==> config.mk <==
export PLATFORM = sky130hd
export DESIGN_NAME = ffa_div
export DESIGN_NICKNAME = d
export VERILOG_FILES = /design/src/ffa_pkg.sv /design/src/ffa_div.sv
export SDC_FILE = /design/constraint.sdc
export NUM_CORES = 1
export LEC_CHECK = 0
export BUFFER_PORTS_ARGS = -buffer_cell sky130_fd_sc_hd__buf_2
export CAP_MARGIN = 20
export CORE_UTILIZATION = 35
export DETAILED_ROUTE_END_ITERATION = 10
export GPL_TIMING_DRIVEN = 0
export PLACE_DENSITY = 0.53
export SYNTH_ARGS = -nofsm -noshare
export SYNTH_HDL_FRONTEND = slang
export SYNTH_SLANG_ARGS = --single-unit
==> constraint.sdc <==
create_clock -name clk -period 4.65 [get_ports clk]
set_clock_uncertainty 0.05 [all_clocks]
set_input_delay 0.93 -clock clk [delete_from_list [all_inputs] [get_ports clk]]
set_output_delay 0.93 -clock clk [all_outputs]
set_load 0.01 [all_outputs]
==> src/ffa_pkg.sv <==
package ffa_pkg;

	localparam int NUM_FIELDS_DEF = 8;
	localparam int FRAC_BITS_DEF  = 16;
	localparam int SLOT_WORDS     = 16;
	localparam int UNIT_BITS      = 30;

	localparam int IN_W  = 176;
	localparam int OUT_W = 104;

	// field table word indexes
	localparam logic [3:0] W_FLAGS = 4'd0;
	localparam logic [3:0] W_CX    = 4'd1;
	localparam logic [3:0] W_SX    = 4'd4;
	localparam logic [3:0] W_DX    = 4'd7;
	localparam logic [3:0] W_STR   = 4'd10;

	// field types
	localparam logic [1:0] T_VECTOR = 2'd0;
	localparam logic [1:0] T_RADIAL = 2'd1;

	// item kinds
	localparam logic K_WRITE = 1'b0;
	localparam logic K_QUERY = 1'b1;

	typedef struct packed {
		logic busy;
		logic done;
	} unit_stat_t;

	typedef struct packed {
		logic [31:0] val;
		logic        sat;
	} clip_t;

	// sign a magnitude and clip it to 32 bits
	function automatic clip_t clip_mag(input logic [63:0] mag, input logic neg);
		clip_t r;
		r.sat = 1'b0;
		if (neg) begin
			if (mag > 64'h8000_0000) begin
				r.val = 32'h8000_0000;
				r.sat = 1'b1;
			end else begin
				r.val = 32'(64'd0 - mag);
			end
		end else if (mag > 64'h7FFF_FFFF) begin
			r.val = 32'h7FFF_FFFF;
			r.sat = 1'b1;
		end else begin
			r.val = mag[31:0];
		end
		return r;
	endfunction

endpackage

==> src/ffa_div.sv <==
module ffa_div #(
	parameter int NW = 80,
	parameter int DW = 64
) (
	input  logic                  clk,
	input  logic                  arst_n,
	input  logic                  start,
	input  logic [NW-1:0]         num,
	input  logic [DW-1:0]         den,
	output ffa_pkg::unit_stat_t   stat,
	output logic [NW-1:0]         quo
);
	import ffa_pkg::*;

	localparam int CW = $clog2(NW);

	logic [NW-1:0] num_q;
	logic [DW-1:0] den_q, rem_q;
	logic [CW-1:0] cnt_q;
	logic          busy_q, done_q;
	logic [DW:0]   rem_sh, diff;
	logic          ge;

	// restoring division, quotient bits shift in behind the dividend
	assign rem_sh = {rem_q, num_q[NW-1]};
	assign diff   = rem_sh - {1'b0, den_q};
	assign ge     = rem_sh >= {1'b0, den_q};

	always_ff @(posedge clk or negedge arst_n) begin
		if (!arst_n) begin
			busy_q <= 1'b0;
			done_q <= 1'b0;
			cnt_q  <= '0;
		end else begin
			done_q <= 1'b0;
			if (start) begin
				busy_q <= 1'b1;
				cnt_q  <= '0;
			end else if (busy_q) begin
				cnt_q <= cnt_q + 1'b1;
				if (cnt_q == CW'(NW - 1)) begin
					busy_q <= 1'b0;
					done_q <= 1'b1;
				end
			end
		end
	end

	always_ff @(posedge clk) begin
		if (start) begin
			num_q <= num;
			den_q <= den;
			rem_q <= '0;
		end else if (busy_q) begin
			num_q <= {num_q[NW-2:0], ge};
			rem_q <= ge ? diff[DW-1:0] : rem_sh[DW-1:0];
		end
	end

	assign stat.busy = busy_q;
	assign stat.done = done_q;
	assign quo       = num_q;

endmodule

==> impl_summary.md <==
Power and ir drop
The total internal power is 5160 uW. The worst ir drop on vdd is 0.303 mV. The static leakage power is 0.00659 uW. The net switching power is 3350 uW.

The share of total power dissipated in the clock network is 24.9%. Sequential cells account for 32.0% of the total power. Net switching is 39.3% of the power. Combinational logic burns 43.1% of the power. The overall power of the completed layout is 8510 uW. For this design the ratio of total power to cell area is 557 nW/um^2.

Critical path
The setup path with the least slack is of type register to register. The critical register-to-register path startpoint is den_q[46]. The worst path buffer plus inverter count is 5. The largest delay contributor family on the critical path is simple AND/OR/NAND/NOR gates.

Setup slack on the worst reg-to-reg path comes out at 0.35 ns. The worst register-to-register path ends at rem_q[42]. The critical path's slowest cell is nor4_1. For this run, the slowest stage of the critical path takes 0.69 ns. The endpoint required time on the critical path is 5.06 ns. The category of the worst setup path capture point is a register. The category of the worst setup path launch point is a register. Walking the worst path, the cells encountered are inv_1, ha_1, clkbuf_1, nand2_1, nor4_1, nand3_1, nor3_1, a2111oi_0, o21ai_2, clkinv_1, nand2_2, buf_2, buf_2, nand2_1, a311oi_1. For the worst flop-to-flop path, the logic depth is 15. The critical path data arrival time is 4.70 ns. Along the worst path, the maximum fanout reaches 10.

Floorplanning
The floorplan step defined a core boundary enclosing 35600 sq um. The site row count is 69. The floorplan step defined a die boundary enclosing 36900 sq um. The die is 192 um tall. The I/O pin count is 229.

The die span in x is 192 um. The starting utilization of the core area is 35.6%.

Yosys
After synthesis, the cell types taking the most area are edfxtp_1 (34%), dfxtp_1 (10%), mux2_2 (7.1%). Among all flip-flop cells after synthesis, the most frequent one is edfxtp_1. Sorting the synthesized cells by how often they occur yields nand2_1 (154), edfxtp_1 (144), nor2_1 (111). The cell area that synthesis handed to floorplanning was 12700 sq um. The share of the synthesized area in the top cell type is 34.2%.

The yosys synthesis warning count is 0. The flip-flop and latch count after synthesis is 217. The synthesized design contains 144 enable-type register cells. The cell with the most instances after synthesis is nand2_1. The sequential-to-total area share from yosys stat is 46.1%.

The biggest area consumer among synthesized cells is edfxtp_1. When the netlist entered floorplanning its net count stood at 1481. The number of instances in the synthesized netlist is 1268. The proportion of register bits with asynchronous set or reset after synthesis is 4.15%.

The number of different library cells used by synthesis comes to 76. The average cell area after synthesis is 9.98 sq um.

Place
Once placement finished, the instance area stood at 14400 sq um. During placement, the flow inserted port buffers numbering 228. The instance count after placement with tap cells included is 1958. The weighted congestion reported at the end of routability-driven placement is 0.923. Once detailed placement completed, the half-perimeter wirelength came to 28.1 mm.

Clocking
The largest buffer count on any clock path is 3. The clock-pin transition on the worst setup and hold timing paths is 0.05 ns. The count of H-tree levels built during CTS is 1. The count of cells resized by post-cts repair is 0. TritonCTS built the clock tree. CTS saw 217 sinks.

Buffers inserted to repair hold after CTS numbered 0. CTS placed an instance of clkbuf_16 at the clock tree root. The CTS buffer count is 27. The post-CTS setup buffer count is 0. The clock latency reported for the late side of the worst-skew pair is 0.57 ns.

GRT
Across every metal layer, demand over resource in global routing totals 20.3%. The number of global-route vias before repair is 10700. The first global-routing pass estimated 58.3 mm of wire. The initial antenna violation count is 7. Entering global routing, the biggest net connects 66 pins. The sum of overflow across all layers after global routing is 0.

STA
For the pin with the worst max-slew slack, the measured transition is 0.884 ns. In this run the tightest slew margin relative to its limit is 40.5%. The number of endpoints failing setup at the final stage is 0. The achievable frequency is 233 MHz. The number of max-slew violations in the final report was 0. After layout, the worst path uses 92.4% of the clock period.

The total count of hold-check failures in the final report is 0. In the final timing run, aggregate negative setup slack is 0 ns. The clock period could shrink to 4.30 ns.

Setup repair after global routing left no endpoint under its margin.

Worst hold path
The worst hold path belongs to the class input port to asynchronous set/reset pin.

Detailed routing
The post-detailed-route DRC marker count is 0. The number of violations reported at the end of detailed-routing iteration 0 is 624. After detailed routing, the average wire length per cell comes to 18.6 um. For this block, the via count after detailed routing is 10600. In this run the remaining antenna-violating nets after routing total 0.

The final layout contains routed wiring with a total length of 37.5 mm. In the routed layout, each cell is associated on average with a via count of 5.25. The number of iterations in the first detailed-routing pass is 5.

Cells and area
In the final layout, the share of cells above drive strength 1 is 25.2%. After routing the design area is 15300 sq um. At the end of the flow, the number of nets in the layout was 1739.

The share of the core filled with cells in the final layout is 43.0%. The area growth from synthesis to final layout is 20.8%. Once layout is complete, the cells apart from fillers number 2010.

Outcome
The flow ran to the end, and the final reports show no timing, DRC or antenna violations.

Flow run
Across the run, the number of max-cap violations was 0.
## area by class of cell
class,instances,area [sq um]
antenna,4,10.0
multi-input combinational,901,6200
fill,3563,20300
clock buffer,36,729
tap,461,577
clock inverter,12,150
buffer,67,310
inverter,83,314
timing repair buffer,229,1160
sequential,217,5830
## placed cells by master (no fill, tap or decap), drive strengths merged, types with 10 or more instances in the layout
master	n
buf	243
nand2	156
edfxtp	144
nor2	112
a21oi	90
clkbuf	89
inv	82
mux2	80
ha	65
dfxtp	64
a311oi	53
o21ai	52
a21o	34
xnor2	33
xor2	25
nand4	22
nand3	15
nor3	15
o21bai	13
a211oi	11
nor2b	10
or3	10
o21a	10
## state kept, by name, summed over array words and instances, names as in the netlist
register  count
done_q        1
den_q        64
busy_q        1
rem_q        64
quo          80
cnt_q         7
## how the worst max path moves through the flow
stage | startpoint | end | depth (start not counted)
after global routing | den_q[46] | rem_q[42] | 15
after CTS | den_q[1] | quo[0] | 14
after global placement | start | quo[56] | 5
after floorplan | start | quo[0] | 4
final | den_q[46] | rem_q[42] | 15
after detailed placement | start | quo[58] | 6
## cell families (layout without fill, tap and decap cells)
group	Yosys count	in the layout	share of synthesized area, %
AOI/OAI and AO/OA	317	317	17.6
xor gates and xnor gates	58	58	4.02
and+or+nand+nor	378	378	13.5
buffers and inverters	150	427	4.91
other	0	4	0
DFF	217	217	46.1
adders and majority gates	66	66	6.59
muxes	82	82	7.28
## per-layer routing
metal  GRT usage (%)  vias up  part of all wire [%]
met5               0        -                 0.091
met2            33.6      330                    46
met1            25.9     5018                    44
met3            5.96       48                   7.8
li1                -     5160                     -
met4            4.57        6                   1.8
## power groups by stage
stage	Clock [uW]	Combinational (uW)	Sequential [uW]
after floorplan	0	2650	2710
final	2120	3670	2720
after global routing	2230	4070	2770
after global placement	0	3630	2750
after CTS	2180	3660	2720
after detailed placement	0	3630	2750
## through the flow
step | hold WS [ns] | setup WS [ns]
detailed placement | 0.436 | 0.307
finish | 0.185 | 0.354
global placement | 0.431 | -1.79
CTS | 0.164 | 0.386
floorplan | 0.408 | 1.00
global route | 0.169 | 0.126
No activity file was read; power rests on OpenSTA's default activity.
