[src/ffa_pkg.sv]
package ffa_pkg;

	localparam int NUM_FIELDS_DEF = 8;
	localparam int FRAC_BITS_DEF  = 16;
	localparam int SLOT_WORDS     = 16;
	localparam int UNIT_BITS      = 30;

	localparam int IN_W  = 176;
	localparam int OUT_W = 104;

	// field table word indexes
	localparam logic [3:0] W_FLAGS = 4'd0;
	localparam logic [3:0] W_CX    = 4'd1;
	localparam logic [3:0] W_SX    = 4'd4;
	localparam logic [3:0] W_DX    = 4'd7;
	localparam logic [3:0] W_STR   = 4'd10;

	// field types
	localparam logic [1:0] T_VECTOR = 2'd0;
	localparam logic [1:0] T_RADIAL = 2'd1;

	// item kinds
	localparam logic K_WRITE = 1'b0;
	localparam logic K_QUERY = 1'b1;

	typedef struct packed {
		logic busy;
		logic done;
	} unit_stat_t;

	typedef struct packed {
		logic [31:0] val;
		logic        sat;
	} clip_t;

	// sign a magnitude and clip it to 32 bits
	function automatic clip_t clip_mag(input logic [63:0] mag, input logic neg);
		clip_t r;
		r.sat = 1'b0;
		if (neg) begin
			if (mag > 64'h8000_0000) begin
				r.val = 32'h8000_0000;
				r.sat = 1'b1;
			end else begin
				r.val = 32'(64'd0 - mag);
			end
		end else if (mag > 64'h7FFF_FFFF) begin
			r.val = 32'h7FFF_FFFF;
			r.sat = 1'b1;
		end else begin
			r.val = mag[31:0];
		end
		return r;
	endfunction

endpackage

[src/ffa_sqrt.sv]
module ffa_sqrt (
	input  logic                  clk,
	input  logic                  arst_n,
	input  logic                  start,
	input  logic [63:0]           rad,
	output ffa_pkg::unit_stat_t   stat,
	output logic [31:0]           root
);
	import ffa_pkg::*;

	logic [63:0] rad_q;
	logic [34:0] rem_q;
	logic [31:0] root_q;
	logic [4:0]  cnt_q;
	logic        busy_q, done_q;
	logic [34:0] rem_sh, trial;
	logic        ge;

	// one result bit per cycle
	assign rem_sh = {rem_q[32:0], rad_q[63:62]};
	assign trial  = {1'b0, root_q, 2'b01};
	assign ge     = rem_sh >= trial;

	always_ff @(posedge clk or negedge arst_n) begin
		if (!arst_n) begin
			busy_q <= 1'b0;
			done_q <= 1'b0;
			cnt_q  <= '0;
		end else begin
			done_q <= 1'b0;
			if (start) begin
				busy_q <= 1'b1;
				cnt_q  <= '0;
			end else if (busy_q) begin
				cnt_q <= cnt_q + 5'd1;
				if (cnt_q == 5'd31) begin
					busy_q <= 1'b0;
					done_q <= 1'b1;
				end
			end
		end
	end

	always_ff @(posedge clk) begin
		if (start) begin
			rad_q  <= rad;
			rem_q  <= '0;
			root_q <= '0;
		end else if (busy_q) begin
			rad_q  <= {rad_q[61:0], 2'b00};
			rem_q  <= ge ? (rem_sh - trial) : rem_sh;
			root_q <= {root_q[30:0], ge};
		end
	end

	assign stat.busy = busy_q;
	assign stat.done = done_q;
	assign root      = root_q;

endmodule

[config.mk]
export PLATFORM = sky130hd
export DESIGN_NAME = ffa_sqrt
export DESIGN_NICKNAME = d
export VERILOG_FILES = /design/src/ffa_pkg.sv /design/src/ffa_sqrt.sv
export SDC_FILE = /design/constraint.sdc
export NUM_CORES = 1
export LEC_CHECK = 0
export ABC_AREA = 1
export ABC_CLOCK_PERIOD_IN_PS = 3970
export BUFFER_PORTS_ARGS = -buffer_cell sky130_fd_sc_hd__buf_2
export CAP_MARGIN = 20
export CORE_ASPECT_RATIO = 0.9
export CORE_MARGIN = 4
export CORE_UTILIZATION = 30
export CTS_CLUSTER_DIAMETER = 120
export DETAILED_ROUTE_END_ITERATION = 7
export GPL_TIMING_DRIVEN = 0
export PLACE_DENSITY = 0.51
export SLEW_MARGIN = 20
export SYNTH_ARGS = -nofsm -noshare
export SYNTH_HDL_FRONTEND = slang
export SYNTH_SLANG_ARGS = --single-unit
[constraint.sdc]
create_clock -name clk -period 3.97 [get_ports clk]
set_clock_uncertainty 0.2 [all_clocks]
set_input_delay 0.5955 -clock clk [delete_from_list [all_inputs] [get_ports clk]]
set_output_delay 0.5955 -clock clk [all_outputs]
set_load 0.005 [all_outputs]
==> summary.md <==
Timing analysis after detailed placement gives a worst setup slack of 0.806 ns. The logs give 29,500 µm² for the floorplan die area and 7 for the detailed-router iteration count before antenna repair. The starting density of the core came out at 0.307. The clock-pin slew reported for the worst setup and hold paths after clock tree synthesis was 0.08 ns. The region available for standard cell placement spans 26,300 µm².

Broken down by cell family, the worst path's largest delay share belongs to buffers and inverters. For the insertion delay to the later sink of the worst-skew pair, the log shows 0.44 ns. Tracing the worst setup path back leads to its startpoint at busy_q$_DFF_PN0_. STA puts the critical path data required time at 3.94 ns. The instance count of the mapped netlist came out at 1,155. The I/O pin total was 101; the biggest fanout along the worst timing path was 32. For this design the static power due to leakage is 5.04 nW. The flow ran to the end, and the final reports show no timing, DRC or antenna violations. For the worst setup path, the data arrival time is 2.72 ns.

Wires add up to 22.8 mm. The core utilization of the finished layout is 0.368, and the share of the clock period used by the worst path is 0.692. The buffer cell driving the clock tree root is clkbuf_16. The Yosys step of the flow raised 0 warnings.

The portion of synthesized cell area occupied by the leading cell type is 0.246, and the max-slew headroom at the worst pin is 0.422. In this run the tool buffered the top-level ports with 99 buffer cells. Using the TritonRoute via totals, the vias-per-cell ratio works out to 4.49. The number of levels the H-tree was split into is 4. The clock passes through at most 2 buffers. Derived from the worst setup path, the maximum achievable clock frequency is 364 MHz. The number of antenna violations at the first check in global routing is 2, and the net total in the final layout is 1,379. Traced cell by cell, the critical path runs through nor2_1 > clkinv_1 > buf_2 > buf_16 > buf_12. The clock period could shrink to 2.75 ns. The slowest stage of the critical path is the clkinv_1 cell.

The startpoint of the most critical hold path was rad[39]. The startpoint identified for the worst register-to-register timing path is busy_q$_DFF_PN0_. The largest area contributor in the synthesized netlist was nand2_1. Setup repair after global routing left no endpoint under its margin. The tools report the count of endpoints failing hold in the final timing report as 0. The wire-length estimate of the detail-placed layout is 17.8 mm. Averaged over all synthesized cells, the footprint is 6.98 µm².

Max-cap violations in this run came to 0. Dividing the detail-routed wire length by the instance count gives 13.9 µm. In this run the remaining antenna-violating nets after routing total 0. The synthesized netlist contains 37 unique library cells. The critical path contains buffers and inverters numbering 4 combined.

TritonCTS built the clock tree. After synthesis, the most frequently instantiated cells are 527 x nand2_1, 151 x inv_1, 71 x nand3_1, 65 x dfxtp_1. After detailed routing, the number of remaining DRC violations is 0. For the proportion of synthesized chip area in sequential cells, the log shows 0.422.

The worst hold-check path type was in -> reg. Once placement completed, the tool counted placed cells totaling 1,604. IR analysis of the VDD net gives a maximum drop of 0.000314 V. The number of antenna cells inserted is 0, and the area growth from synthesis to layout is 19.9%. After synthesis, the cell types taking the most area are nand2_1 25%, edfxtp_1 24%, dfxtp_1 16%. The setup slack after layout is 1.22 ns, and the share of final-layout standard cells stronger than drive strength 1 is 0.128. Routability-driven placement finished with a final weighted congestion of 0.905. Setup violations remaining at the end of the flow were counted as 0. The power per cell area is 764 nW/µm², and the post-layout instance count excluding filler cells is 1,637. Global routing usage summed across all routing layers: 0.156. nand2_1 is the most common cell in the netlist. The horizontal extent of the die works out to 181 µm. Flip-flop cell with the highest count after synthesis: dfxtp_1.

The mapped netlist covers 8060 µm². Entering global routing, the biggest net connects 33 pins. For the total count of max-transition violations in the final report, the log shows 0. In this design, the stage delay of the slowest critical-path cell is 0.49 ns. The tools report the kind of end point of the critical path as a register.

The first global-routing pass estimated 37.1 mm of wire. Yosys mapped a number of flops with a built-in enable equal to 64. After floorplanning, the core was divided into 56 placement rows. The logs give 7,354 for the count of vias placed by the detailed router and 136 for the clock sink count. The async set or reset register ratio after synthesis was 0.0515; the detailed router's first-iteration violation count was 518.

The overflow left after global routing was 0; the net count after synthesis was 1,258. Counting flops and latches in the post-synthesis netlist gives 136. Element type at the critical path start: a register.

The die is 163 µm tall. The number of global-route vias before repair is 7,271. The kind of critical path is reg -> reg. The total CTS buffers came out at 17.

In this run, post-CTS repair resized a total of 0 instances. The slew at the pin with the worst max-slew slack is 0.864 ns.
stage by stage:
stage               instance area, µm²  hold slack, ns  TNS, ns  power (mW)
detailed placement                9040           0.247        0        5.74
CTS                               9660           0.197        0        7.44
global placement                  8990           0.239   -80.86        5.73
global route                      9660           0.215        0        8.08
finish                            9660           0.221        0        7.38
floorplan                         8060          0.0999        0        4.76
cells in the final DEF, fill, tap and decap left out, types with 10 or more instances in the layout:
| cell | synthesis | routed |
|---|---|---|
| o22ai_1 | 31 | 31 |
| buf_2 | 2 | 102 |
| nor2_1 | 64 | 64 |
| edfxtp_1 | 64 | 64 |
| a21oi_1 | 22 | 22 |
| inv_1 | 151 | 151 |
| clkbuf_1 | 26 | 26 |
| dfxtp_1 | 65 | 65 |
| o21ai_1 | 10 | 10 |
| clkbuf_16 | 0 | 17 |
| nand3_1 | 71 | 71 |
| nand2_1 | 527 | 527 |
| ha_1 | 36 | 36 |
where the power goes:
part           internal [mW]  total, mW  switching [mW]
clock                  0.901       1.66           0.757
combinational           1.36       3.91            2.55
sequential              1.69       1.82           0.124
total                   3.95       7.38            3.43
cell families (layout without fill, tap and decap cells):
group | count (synthesis) | in the layout | synth area share
simple gates | 702 | 702 | 0.358
buf+inv | 190 | 324 | 0.0935
flops | 136 | 136 | 0.422
compound gates | 76 | 76 | 0.0545
fa+ha+maj | 36 | 36 | 0.0559
xor+xnor | 15 | 15 | 0.0163
layer usage:
layer  global-route usage  up-vias  routed length, µm
met4               0.0433        4                360
met2                0.246      177               9700
li1                     -     3871                  -
met1                0.213     3273              11200
met5                    0        -                 19
met3               0.0425       29               1480
worst reg2reg max path: stages (launching register included):
cell and delay, ns:
dfrtp_1 0.46, nor2_1 0.44, clkinv_1 0.49, buf_2 0.44
buf_16 0.25, buf_12 0.19
layout make-up:
class | instances | area (µm²)
clock buffer | 17 | 425
fill | 2845 | 16600
timing repair buffer | 102 | 553
buffer | 35 | 173
multi-input combinational | 829 | 3910
inverter | 155 | 582
sequential | 136 | 3400
tap | 348 | 435
clock inverter | 15 | 185
flip-flops by register name, indices dropped and copies added (netlist names):
signal / count
rad_q: 64
rem_q: 33
root: 32
cnt_q: 5
busy_q: 1
done_q: 1
what timing repair did:
action / CTS / global route
setup buffers: 0 / 0
endpoints found under the hold margin: 7 / 0
setup endpoints to repair: 0 / 0
hold buffers: 1 / 0
final timing paths:
check / slack, ns / cells past startpoint / to
min reg2reg: 0.26 / 2 / rem_q[31]$_SDFFE_PP0P_
min in group asynchronous: 0.33 / 2 / cnt_q[0]$_DFFE_PN0P_
max reg2reg: 1.22 / 5 / rad_q[58]$_DFFE_PP_
max: 1.22 / 5 / rad_q[58]$_DFFE_PP_
max in group asynchronous: 3.07 / 2 / busy_q$_DFF_PN0_
min: 0.22 / 3 / rad_q[39]$_DFFE_PP_
Note: power is estimated with default switching activity, not from simulation.
